==> config.mk <==
export PLATFORM = sky130hd
export DESIGN_NAME = log_record_replay_validator
export DESIGN_NICKNAME = d
export VERILOG_FILES = /design/src/design/lrrv_pkg.sv /design/src/design/lrrv_parser.sv /design/src/design/log_record_replay_validator.sv
export VERILOG_INCLUDE_DIRS = /design/src /design/src/design
export SDC_FILE = /design/constraint.sdc
export NUM_CORES = 2
export LEC_CHECK = 0
export BUFFER_PORTS_ARGS = -buffer_cell sky130_fd_sc_hd__buf_2
export CORE_MARGIN = 4
export CORE_UTILIZATION = 35
export DETAILED_ROUTE_END_ITERATION = 6
export PLACE_DENSITY = 0.56
export SLEW_MARGIN = 15
export SYNTH_ARGS = -nofsm -noshare
export SYNTH_HDL_FRONTEND = slang
export SYNTH_SLANG_ARGS = --single-unit
==> constraint.sdc <==
create_clock -name clk -period 8.4 [get_ports clk]
set_input_delay 0.84 -clock clk [delete_from_list [all_inputs] [get_ports clk]]
set_output_delay 0.84 -clock clk [all_outputs]
set_load 0.005 [all_outputs]
==> src/design/log_record_replay_validator_defines.svh <==
// ----------------------------------------------------------------------------
// Log record replay validator assertion macros
// Shared property wrappers with a common clock and asynchronous reset.
// ----------------------------------------------------------------------------
`ifndef LOG_RECORD_REPLAY_VALIDATOR_DEFINES_SVH
`define LOG_RECORD_REPLAY_VALIDATOR_DEFINES_SVH

// Same-cycle implication, disabled while reset is asserted.
`define LRRV_ASSERT_SAME(label, clk, rst_n, ante, cons, msg) \
	label: assert property (@(posedge clk) disable iff (!rst_n) (ante) |-> (cons)) \
		else $error(msg);

// Next-cycle implication, disabled while reset is asserted.
`define LRRV_ASSERT_NEXT(label, clk, rst_n, ante, cons, msg) \
	label: assert property (@(posedge clk) disable iff (!rst_n) (ante) |=> (cons)) \
		else $error(msg);

`endif

==> src/design/lrrv_pkg.sv <==
// ----------------------------------------------------------------------------
// Log record replay validator package
// Parse phases, result kinds, the result bundle and the CRC32C byte update.
// ----------------------------------------------------------------------------
package lrrv_pkg;

	localparam int OFFSET_WIDTH_DEF = 48;
	localparam int HEADER_BYTES     = 20;
	localparam int CRC_BYTES        = 4;
	localparam logic [31:0] CRC_POLY = 32'h82F6_3B78;

	typedef enum logic [1:0] {
		PH_HEADER  = 2'd0,
		PH_PAYLOAD = 2'd1,
		PH_CRC     = 2'd2
	} phase_t;

	typedef enum logic [1:0] {
		KIND_VALID   = 2'd0,
		KIND_TORN    = 2'd1,
		KIND_CORRUPT = 2'd2,
		KIND_END     = 2'd3
	} kind_t;

	typedef struct packed {
		kind_t        kind;
		logic [63:0]  index;
		logic [63:0]  term;
		logic [31:0]  length;
		logic [47:0]  offset;
		logic [32:0]  torn;
		logic         last;
	} result_t;

	// Reflected CRC32C, one byte folded in bit by bit.
	function automatic logic [31:0] crc_byte(input logic [31:0] crc, input logic [7:0] b);
		logic [31:0] c;
		c = crc ^ {24'd0, b};
		for (int i = 0; i < 8; i++) begin
			c = c[0] ? ((c >> 1) ^ CRC_POLY) : (c >> 1);
		end
		return c;
	endfunction

endpackage

==> src/design/lrrv_parser.sv <==
// ----------------------------------------------------------------------------
// Log record parser
// Holds the record parse state, folds one byte per step and produces up to
// two results for that byte.
// ----------------------------------------------------------------------------
module lrrv_parser
	import lrrv_pkg::*;
#(
	parameter int OFFSET_WIDTH = OFFSET_WIDTH_DEF
) (
	input  logic        clk,
	input  logic        arst_n,
	input  logic        step,
	input  logic [7:0]  data_byte,
	input  logic        end_of_file,
	output result_t     res0,
	output result_t     res1,
	output logic [1:0]  res_n
);

	localparam int SW = (OFFSET_WIDTH > 33) ? OFFSET_WIDTH : 33;
	localparam logic [OFFSET_WIDTH-1:0] OFF_MAX = {OFFSET_WIDTH{1'b1}};
	localparam logic [32:0] HDR33 = 33'(HEADER_BYTES);
	localparam logic [32:0] CRC33 = 33'(CRC_BYTES);

	phase_t                  phase_q,  phase_upd,  phase_n;
	logic [31:0]             cnt_q,    cnt_upd,    cnt_n;
	logic [63:0]             idx_q,    idx_upd,    idx_n;
	logic [63:0]             term_q,   term_upd,   term_n;
	logic [31:0]             len_q,    len_upd,    len_n;
	logic [31:0]             crc_q,    crc_upd,    crc_n;
	logic [31:0]             scrc_q,   scrc_upd,   scrc_n;
	logic [63:0]             exp_q,    exp_n;
	logic [OFFSET_WIDTH-1:0] start_q,  start_n,    start_sat;
	logic                    halt_q,   halt_n;

	logic        rec_done;
	logic        rec_ok;
	logic [32:0] cnt_inc;
	logic [32:0] extent;
	logic [32:0] consumed;
	logic [SW-1:0] room;

	// Byte update of the parse registers, before any end-of-file handling.
	always_comb begin
		phase_upd = phase_q;
		cnt_upd   = cnt_q;
		idx_upd   = idx_q;
		term_upd  = term_q;
		len_upd   = len_q;
		crc_upd   = crc_q;
		scrc_upd  = scrc_q;
		rec_done  = 1'b0;
		cnt_inc   = {1'b0, cnt_q} + 33'd1;
		case (phase_q)
			PH_HEADER: begin
				crc_upd = crc_byte(crc_q, data_byte);
				if (cnt_q < 32'd8) begin
					idx_upd[{cnt_q[2:0], 3'b000} +: 8] = data_byte;
				end else if (cnt_q < 32'd16) begin
					term_upd[{cnt_q[2:0], 3'b000} +: 8] = data_byte;
				end else begin
					len_upd[{cnt_q[1:0], 3'b000} +: 8] = data_byte;
				end
				if (cnt_inc >= HDR33) begin
					cnt_upd   = '0;
					phase_upd = (len_upd != 32'd0) ? PH_PAYLOAD : PH_CRC;
				end else begin
					cnt_upd = cnt_inc[31:0];
				end
			end
			PH_PAYLOAD: begin
				crc_upd = crc_byte(crc_q, data_byte);
				if (cnt_inc >= {1'b0, len_q}) begin
					cnt_upd   = '0;
					phase_upd = PH_CRC;
				end else begin
					cnt_upd = cnt_inc[31:0];
				end
			end
			PH_CRC: begin
				scrc_upd[{cnt_q[1:0], 3'b000} +: 8] = data_byte;
				cnt_upd  = cnt_inc[31:0];
				rec_done = (cnt_q[1:0] == 2'd3);
			end
			default: begin
				phase_upd = PH_HEADER;
			end
		endcase
		rec_ok = ((crc_q ^ 32'hFFFF_FFFF) == scrc_upd) && (idx_q == exp_q);
	end

	// Record extent, bytes taken so far and the saturated next start offset.
	always_comb begin
		extent = HDR33 + {1'b0, len_q} + CRC33;
		case (phase_upd)
			PH_HEADER:  consumed = 33'(cnt_upd[4:0]);
			PH_PAYLOAD: consumed = HDR33 + {1'b0, cnt_upd};
			default:    consumed = HDR33 + {1'b0, len_upd} + 33'(cnt_upd[1:0]);
		endcase
		room = SW'(OFF_MAX) - SW'(start_q);
		if (SW'(extent) > room) begin
			start_sat = OFF_MAX;
		end else begin
			start_sat = OFFSET_WIDTH'(SW'(start_q) + SW'(extent));
		end
	end

	// Next state.
	always_comb begin
		phase_n = phase_q;
		cnt_n   = cnt_q;
		idx_n   = idx_q;
		term_n  = term_q;
		len_n   = len_q;
		crc_n   = crc_q;
		scrc_n  = scrc_q;
		exp_n   = exp_q;
		start_n = start_q;
		halt_n  = halt_q;
		if (step) begin
			phase_n = phase_upd;
			cnt_n   = cnt_upd;
			idx_n   = idx_upd;
			term_n  = term_upd;
			len_n   = len_upd;
			crc_n   = crc_upd;
			scrc_n  = scrc_upd;
			if (halt_q) begin
				phase_n = phase_q;
				cnt_n   = cnt_q;
				idx_n   = idx_q;
				term_n  = term_q;
				len_n   = len_q;
				crc_n   = crc_q;
				scrc_n  = scrc_q;
			end else if (rec_done && rec_ok) begin
				exp_n   = exp_q + 64'd1;
				start_n = start_sat;
				phase_n = PH_HEADER;
				cnt_n   = '0;
				idx_n   = '0;
				term_n  = '0;
				len_n   = '0;
				crc_n   = 32'hFFFF_FFFF;
				scrc_n  = '0;
			end else if (rec_done && !end_of_file) begin
				halt_n = 1'b1;
			end
			// An end of file on a step puts the whole block back to its reset state.
			if (end_of_file) begin
				phase_n = PH_HEADER;
				cnt_n   = '0;
				idx_n   = '0;
				term_n  = '0;
				len_n   = '0;
				crc_n   = 32'hFFFF_FFFF;
				scrc_n  = '0;
				exp_n   = 64'd1;
				start_n = '0;
				halt_n  = 1'b0;
			end
		end
	end

	// Results for the current byte.
	always_comb begin
		res0  = '0;
		res1  = '0;
		res_n = 2'd0;
		if (step && !halt_q) begin
			res0.index  = idx_upd;
			res0.term   = term_upd;
			res0.length = len_upd;
			res0.offset = 48'(64'(start_q));
			res0.last   = 1'b1;
			if (rec_done) begin
				res_n = 2'd1;
				if (rec_ok) begin
					res0.kind = KIND_VALID;
					if (end_of_file) begin
						res0.last   = 1'b0;
						res1.kind   = KIND_END;
						res1.offset = 48'(64'(start_sat));
						res1.last   = 1'b1;
						res_n       = 2'd2;
					end
				end else if (end_of_file) begin
					res0.kind = KIND_TORN;
					res0.torn = extent;
				end else begin
					res0.kind = KIND_CORRUPT;
				end
			end else if (end_of_file) begin
				res0.kind = KIND_TORN;
				res0.torn = consumed;
				res_n     = 2'd1;
			end
		end
	end

	always_ff @(posedge clk or negedge arst_n) begin
		if (!arst_n) begin
			phase_q <= PH_HEADER;
			cnt_q   <= '0;
			idx_q   <= '0;
			term_q  <= '0;
			len_q   <= '0;
			crc_q   <= 32'hFFFF_FFFF;
			scrc_q  <= '0;
			exp_q   <= 64'd1;
			start_q <= '0;
			halt_q  <= 1'b0;
		end else begin
			phase_q <= phase_n;
			cnt_q   <= cnt_n;
			idx_q   <= idx_n;
			term_q  <= term_n;
			len_q   <= len_n;
			crc_q   <= crc_n;
			scrc_q  <= scrc_n;
			exp_q   <= exp_n;
			start_q <= start_n;
			halt_q  <= halt_n;
		end
	end

endmodule

==> src/design/log_record_replay_validator.sv <==
// An input beat is first registered in the input stage; the parser then writes
// its results into the result queue from the input register once the queue
// has room. Throughput: one byte per cycle while the input does not stall;
// set by the single-pass parser stage. The input stalls only while the
// four-entry result queue holds more than two results.
// Reset (arst_n low) clears the parse state, input stage and result queue.
// ----------------------------------------------------------------------------
// Log record replay validator
// Checks CRC32C-framed log records byte by byte and reports each record.
// ----------------------------------------------------------------------------
module log_record_replay_validator
	import lrrv_pkg::*;
#(
	parameter int OFFSET_WIDTH = OFFSET_WIDTH_DEF
) (
	input  logic        clk,
	input  logic        arst_n,
	input  logic        in_valid,
	output logic        in_stall,
	input  logic [7:0]  data_byte,
	input  logic        end_of_file,
	output logic        out_valid,
	input  logic        out_stall,
	output logic [1:0]  kind,
	output logic [63:0] record_index,
	output logic [63:0] record_term,
	output logic [31:0] command_length,
	output logic [47:0] record_offset,
	output logic [32:0] torn_bytes,
	output logic        is_last
);

`include "log_record_replay_validator_defines.svh"

	logic        valid_s1;
	logic [7:0]  byte_s1;
	logic        eof_s1;
	logic        advance;
	logic        room;
	logic        pop;

	result_t     res0;
	result_t     res1;
	logic [1:0]  res_n;

	result_t     fifo_q [4];
	logic [1:0]  wr_ptr_q;
	logic [1:0]  rd_ptr_q;
	logic [2:0]  count_q;
	result_t     head;

	// Keep room for a two-result byte so the parser stage never waits mid-item.
	assign room     = (count_q <= 3'd2);
	assign advance  = valid_s1 && room;
	assign in_stall = valid_s1 && !room;
	assign pop      = out_valid && !out_stall;

	always_ff @(posedge clk or negedge arst_n) begin
		if (!arst_n) begin
			valid_s1 <= 1'b0;
		end else if (in_valid && !in_stall) begin
			valid_s1 <= 1'b1;
		end else if (advance) begin
			valid_s1 <= 1'b0;
		end
	end

	always_ff @(posedge clk) begin
		if (in_valid && !in_stall) begin
			byte_s1 <= data_byte;
			eof_s1  <= end_of_file;
		end
	end

	lrrv_parser #(
		.OFFSET_WIDTH (OFFSET_WIDTH)
	) u_parser (
		.clk         (clk),
		.arst_n      (arst_n),
		.step        (advance),
		.data_byte   (byte_s1),
		.end_of_file (eof_s1),
		.res0        (res0),
		.res1        (res1),
		.res_n       (res_n)
	);

	always_ff @(posedge clk) begin
		if (res_n != 2'd0) begin
			fifo_q[wr_ptr_q] <= res0;
		end
		if (res_n == 2'd2) begin
			fifo_q[wr_ptr_q + 2'd1] <= res1;
		end
	end

	always_ff @(posedge clk or negedge arst_n) begin
		if (!arst_n) begin
			wr_ptr_q <= '0;
			rd_ptr_q <= '0;
			count_q  <= '0;
		end else begin
			wr_ptr_q <= wr_ptr_q + res_n;
			rd_ptr_q <= rd_ptr_q + {1'b0, pop};
			count_q  <= count_q + {1'b0, res_n} - {2'b00, pop};
		end
	end

	assign out_valid      = (count_q != 3'd0);
	assign head           = fifo_q[rd_ptr_q];
	assign kind           = head.kind;
	assign record_index   = head.index;
	assign record_term    = head.term;
	assign command_length = head.length;
	assign record_offset  = head.offset;
	assign torn_bytes     = head.torn;
	assign is_last        = head.last;

	`LRRV_ASSERT_SAME(a_bound, clk, arst_n, 1'b1, count_q <= 3'd4, "result queue overflow")
	`LRRV_ASSERT_SAME(a_pair, clk, arst_n, res_n == 2'd2, res1.kind == KIND_END, "bad pair")
	`LRRV_ASSERT_SAME(a_stall, clk, arst_n, in_stall, valid_s1 && count_q >= 3'd3, "bad stall")
	`LRRV_ASSERT_NEXT(a_pop, clk, arst_n, pop && !advance, count_q == $past(count_q) - 3'd1, "bad pop")

endmodule
# Word-level counts from Yosys, hierarchy flattened
# Memory sizes are Yosys's and may differ from the RTL's.
# Index checks and enable logic that the tools add are counted.
[word_totals]
regBits = 388
latchBits = 0
ramBits = 976
mem_bits_ro = 0
input_bits = 13
out_inout_bits = 246
wordCells = 184
mem_count = 1
[memory_table]
columns = ["name", "words", "word_bits", "read_ports", "rd_ports_with_merged_regs", "write_ports", "line_no", "rtl"]
rows = [
  ["fifo_q", 4, 244, 1, 0, 2, "log_record_replay_validator.sv:46", "result_t fifo_q [4];"],
]
[op_classes]
n_addsub = 16
multipliers = 0
div_mod_pow = 0
n_lt_le_gt_ge = 6
eq_ne = 8
n_shift = 4
mux = 98
n_bitwise = 10
n_reduce_logical = 25
[op_table]
columns = ["cell", "count"]
rows = [
  ["$mux W32", 28],
  ["$mux W64", 14],
  ["$mux W48", 8],
  ["$mux W244", 1],
  ["$not A16 Y17", 8],
  ["$mux W33", 4],
  ["$bwmux W64", 2],
  ["$add A5 B32 Y33 const A", 3],
  ["$pmux W32 S3", 1],
  ["$pmux W33 S2", 1],
  ["$add A64 B1 Y64 const B", 1],
  ["$bwmux W32", 2],
  ["$eq A64 B64 Y1", 1],
  ["$shift A8 B8 Y64 const A", 1],
  ["$shiftx A8 B8 Y64", 1],
  ["$add A48 B33 Y48", 1],
  ["$gt A33 B48 Y1", 1],
  ["$sub A48 B48 Y48 const A", 1],
  ["$mux W2", 17],
  ["$add A32 B1 Y33 const B", 1],
  ["$add A33 B2 Y33", 1],
  ["$add A33 B3 Y33 const B", 1],
  ["$ge A33 B32 Y1", 1],
  ["$ge A33 B5 Y1 const B", 1],
  ["29 further kinds", 66],
]

# Depth between registers and ports, before layout
[logic_depth]
word_depth = 21
mapped_depth = 33
ltp_nobuf = 30

# Modules after synthesis
# Synthesis repeated with hierarchy kept, for this count alone.
[unflattened]
hier_cells = 6196
hier_area_um2 = 78345.1
[by_module_without_submodules]
columns = ["module", "instances", "cells_each", "area_per_inst_um2", "seq_area_each_um2"]
rows = [
  ["log_record_replay_validator", 1, 2416, 48743.0, 29778.6],
  ["lrrv_parser", 1, 3780, 29602.1, 9325.2],
]

# Worst setup path before layout
# OpenSTA, ideal clock, no wires.
[synth_timing]
path_type = "reg2reg"
startpoint = "register u_parser.cnt_q[0]"
endpoint = "memory fifo_q[0][30] in the netlist's numbering"
setup_ps = 74
arrival_time_ps = 6505
t_required_ps = 8326
slack_ps = 1821
path_stages_with_launch = 33
n_path_buf = 4
path_cell_list = "dfrtp_1 > ha_1 > buf_4 > nand4_2 > nor4_4 > and4_1 > clkbuf_1 > and3_1 > xnor2_1 > ha_1 > nand4_1 > nor2_1 > nand2_1 > o311a_1 > and3_1 > nor2_1 > nand2_1 > clkbuf_1 > a22oi_1 > inv_1 > ha_1 > a21oi_1 > nand2_1 > a21boi_0 > nor2_1 > nand2_1 > or3_1 > clkbuf_1 > nor3_1 > xnor2_1 > a21oi_1 > or2_1 > a31oi_1"
[synth_lines]
columns = ["item", "line_no", "rtl"]
rows = [
  ["from (decl)", "lrrv_parser.sv:27", "logic [31:0] cnt_q, cnt_upd, cnt_n;"],
  ["from (signal assigned)", "lrrv_parser.sv:216", "cnt_q <= cnt_n;"],
  ["to (decl)", "log_record_replay_validator.sv:46", ""],
]

==> results.json <==
{
  "status": "completed",
  "synthMuxAreaShare": 0.106,
  "final.setup_skew_ps": 62.8,
  "grt_max_degree": 197,
  "ys_ff_latch": 1364,
  "port_buffers": 258,
  "cts.repair.resized": 0,
  "crit_slowest_cell": "dfrtp_1",
  "synth_xor_area_frac": 0.0508,
  "die_y_um": 442,
  "slew_headroom": 0.141,
  "hold_buffers": 0,
  "critPathMaxStageDelay_ps": 570,
  "synth_enable_flop_cells": 213,
  "core_um2": 186000,
  "cts.htree.levels": 4,
  "place.gp.congestion": 0.943,
  "drv_cap": 0,
  "synth-main-ff-cell": "dfxtp_1",
  "avgSynthCellArea_um2": 9.71,
  "cts_inserted_buffers": 150,
  "final_common_cell": "o21ai_0",
  "synthAdderAreaFrac": 0.0167,
  "synth.area.top_cells": "dfxtp_1 (23%), dfrtp_1 (13%), edfxtp_1 (9.7%)",
  "critPathMaxFanout": 10,
  "clock_path_buffers": 3,
  "io_pins": 259,
  "rsz0062_at_grt": "false",
  "seq_area_frac_synth": 0.476,
  "clock_latency_ps": 840,
  "synth_top_family_by_area": "compound AO/OA/AOI/OAI gates",
  "ant_nets": 0,
  "syn_nets": 6885,
  "clock.fmax_mhz": 129,
  "worst_ep_arrival_time_ps": 8480,
  "tritoncts": "yes",
  "worstMarginPinSlew_ps": 1290,
  "die_area_um2": 195000,
  "setup_tns_ps": 0,
  "grt_pass1_vias": 52100,
  "hp-class": "in2async",
  "drv_slew": 0,
  "period_needed_ps": 7780,
  "wl_um": 234000,
  "crit_required_ps": 9110,
  "via_per_inst": 5.75,
  "cts_setup_buffers": 0,
  "place_hpwl_um": 156000,
  "hold_violations": 0,
  "r2r_cells": 29,
  "antenna_found_initial": 5,
  "fin_nets": 6866,
  "initial_core_util": 0.354,
  "wl_per_cell_um": 25.0,
  "synth.top_cell.area_share": 0.235,
  "overflow": 0,
  "synthArstFlopShare": 0.278,
  "cp-end-kind": "register",
  "cts_num_sinks": 1364,
  "setup_ws_ps": 624,
  "ys.warnings.count": 0,
  "grt_pass1_wl_um": 351000,
  "min_period_over_period": 0.926,
  "p_per_area_nw_per_um2": 284,
  "cts.clk_slew.worst_paths_ps": 60,
  "drtIter0Drc": 4878,
  "setup_viol": 0,
  "grt_usage": 0.232,
  "vias": 53900,
  "rows": 158,
  "drc_errors": 0,
  "area_growth_pct": 13.2,
  "utilization": 0.400,
  "final_cell_mix": "o21ai_0 (1,142), nand3_1 (777), dfxtp_1 (772)",
  "startpoint_type": "register",
  "synth.cell_area_um2": 65900,
  "fp.dieW_um": 442,
  "synth-compound-area-share": 0.156,
  "ys_types": 99,
  "root_buffer": "clkbuf_16",
  "place_ws_ps": 826,
  "ir_drop_v": 0.000309,
  "synth-simple-area-share": 0.155,
  "drt_first_pass_iters": 6,
  "power_leakage_nw": 28.1,
  "layout-drive-gt1-share": 0.144,
  "worstSetupPathType": "reg2reg",
  "synth.largest_area_cell": "dfxtp_1",
  "postSynthCellCount": 6786
}
[kinds of logic after synthesis]
group / after synthesis
fa+ha+maj: 86
simple gates: 2098
buf+inv: 669
flops: 1364
compound gates: 1792
xor+xnor: 382
mux: 395
[cells in the mapped netlist, types with 40 or more instances]
cell / instances
xor2_1: 106
nand4_1: 71
nor4_1: 40
inv_1: 95
o21ai_0: 1142
ha_1: 83
nor3_1: 67
buf_1: 105
nand3_1: 779
edfxtp_1: 213
o31ai_1: 71
and3_1: 61
clkbuf_1: 447
mux4_2: 244
xnor2_1: 276
nand2_1: 615
nor2_1: 268
o211ai_1: 42
a22o_1: 114
mux2i_1: 146
a21oi_1: 201
dfrtp_1: 346
dfxtp_1: 772
[registers in the layout, summed over array words and instances, names as in the netlist, 3 cells and up]
name	count
u_parser.crc_q	32
u_parser.idx_q	64
count_q	3
u_parser.cnt_q	32
byte_s1	8
u_parser.scrc_q	32
u_parser.term_q	64
fifo_q	976
u_parser.start_q	48
u_parser.exp_q	64
u_parser.len_q	32
[layout make-up]
class | instances | area, um^2
diodes | 1 | 2.50
clock buffers | 220 | 4350
clock inverters | 54 | 684
fillers | 18200 | 112000
inverters | 96 | 360
multi-input cells | 4753 | 32100
flip-flops and latches | 1364 | 31400
well taps | 2480 | 3100
repair buffers | 402 | 2530
[path summary, 6_finish.rpt]
check	start	endpoint	slack, ps
min in group clk	data_byte[7]	byte_s1[7]$_DFFE_PP_	180
min reg2reg	fifo_q[2][31]$_SDFFE_PP0P_	fifo_q[2][31]$_SDFFE_PP0P_	450
max reg2reg	u_parser.cnt_q[1]$_DFFE_PN0P_	fifo_q[2][28]$_SDFFE_PP0P_	620
min	arst_n	u_parser.term_q[8]$_DFFE_PN0P_	60
max in group asynchronous	arst_n	u_parser.exp_q[18]$_DFFE_PN0P_	6880
max	u_parser.cnt_q[1]$_DFFE_PN0P_	fifo_q[2][28]$_SDFFE_PP0P_	620
[power by group]
part | switching [W] | internal [W]
logic | 0.00428 | 0.00247
registers | 0.000474 | 0.00725
clock network | 0.00291 | 0.00378
total | 0.00767 | 0.0135
[per-layer routing]
layer,wire (um),up-vias,share of wire,track usage
li1,-,24700,-,-
met1,103000,26900,0.44,0.324
met2,110000,1998,0.47,0.372
met3,15600,325,0.067,0.0381
met4,6610,0,0.028,0.0682
met5,0,-,0,0
[metrics by stage]
| stage | cell area, um^2 | std cells | power, W | hold WS [ps] |
|---|---|---|---|---|
| 4_1_cts | 74500 | 9369 | 0.0214 | 42.3 |
| 3_3_place_gp | 69500 | 9095 | 0.0146 | 429 |
| 2_1_floorplan | 65900 | 6786 | 0.0124 | 420 |
| 6_report | 74500 | 9370 | 0.0212 | 61.7 |
| 3_5_place_dp | 69500 | 9095 | 0.0146 | 443 |
| 5_1_grt | 74500 | 9369 | 0.0222 | 86.1 |
[worst max-delay path: cells and delay by family (launching register included)]
family | cells | cell delay [ps]
buffers and inverters | 2 | 250
XOR/XNOR | 2 | 210
AO/OA/AOI/OAI | 7 | 1800
flip-flops | 1 | 570
adder cells (fa/ha/maj) | 3 | 1060
AND/OR/NAND/NOR | 15 | 3740
(Power assumes the default switching activity.)
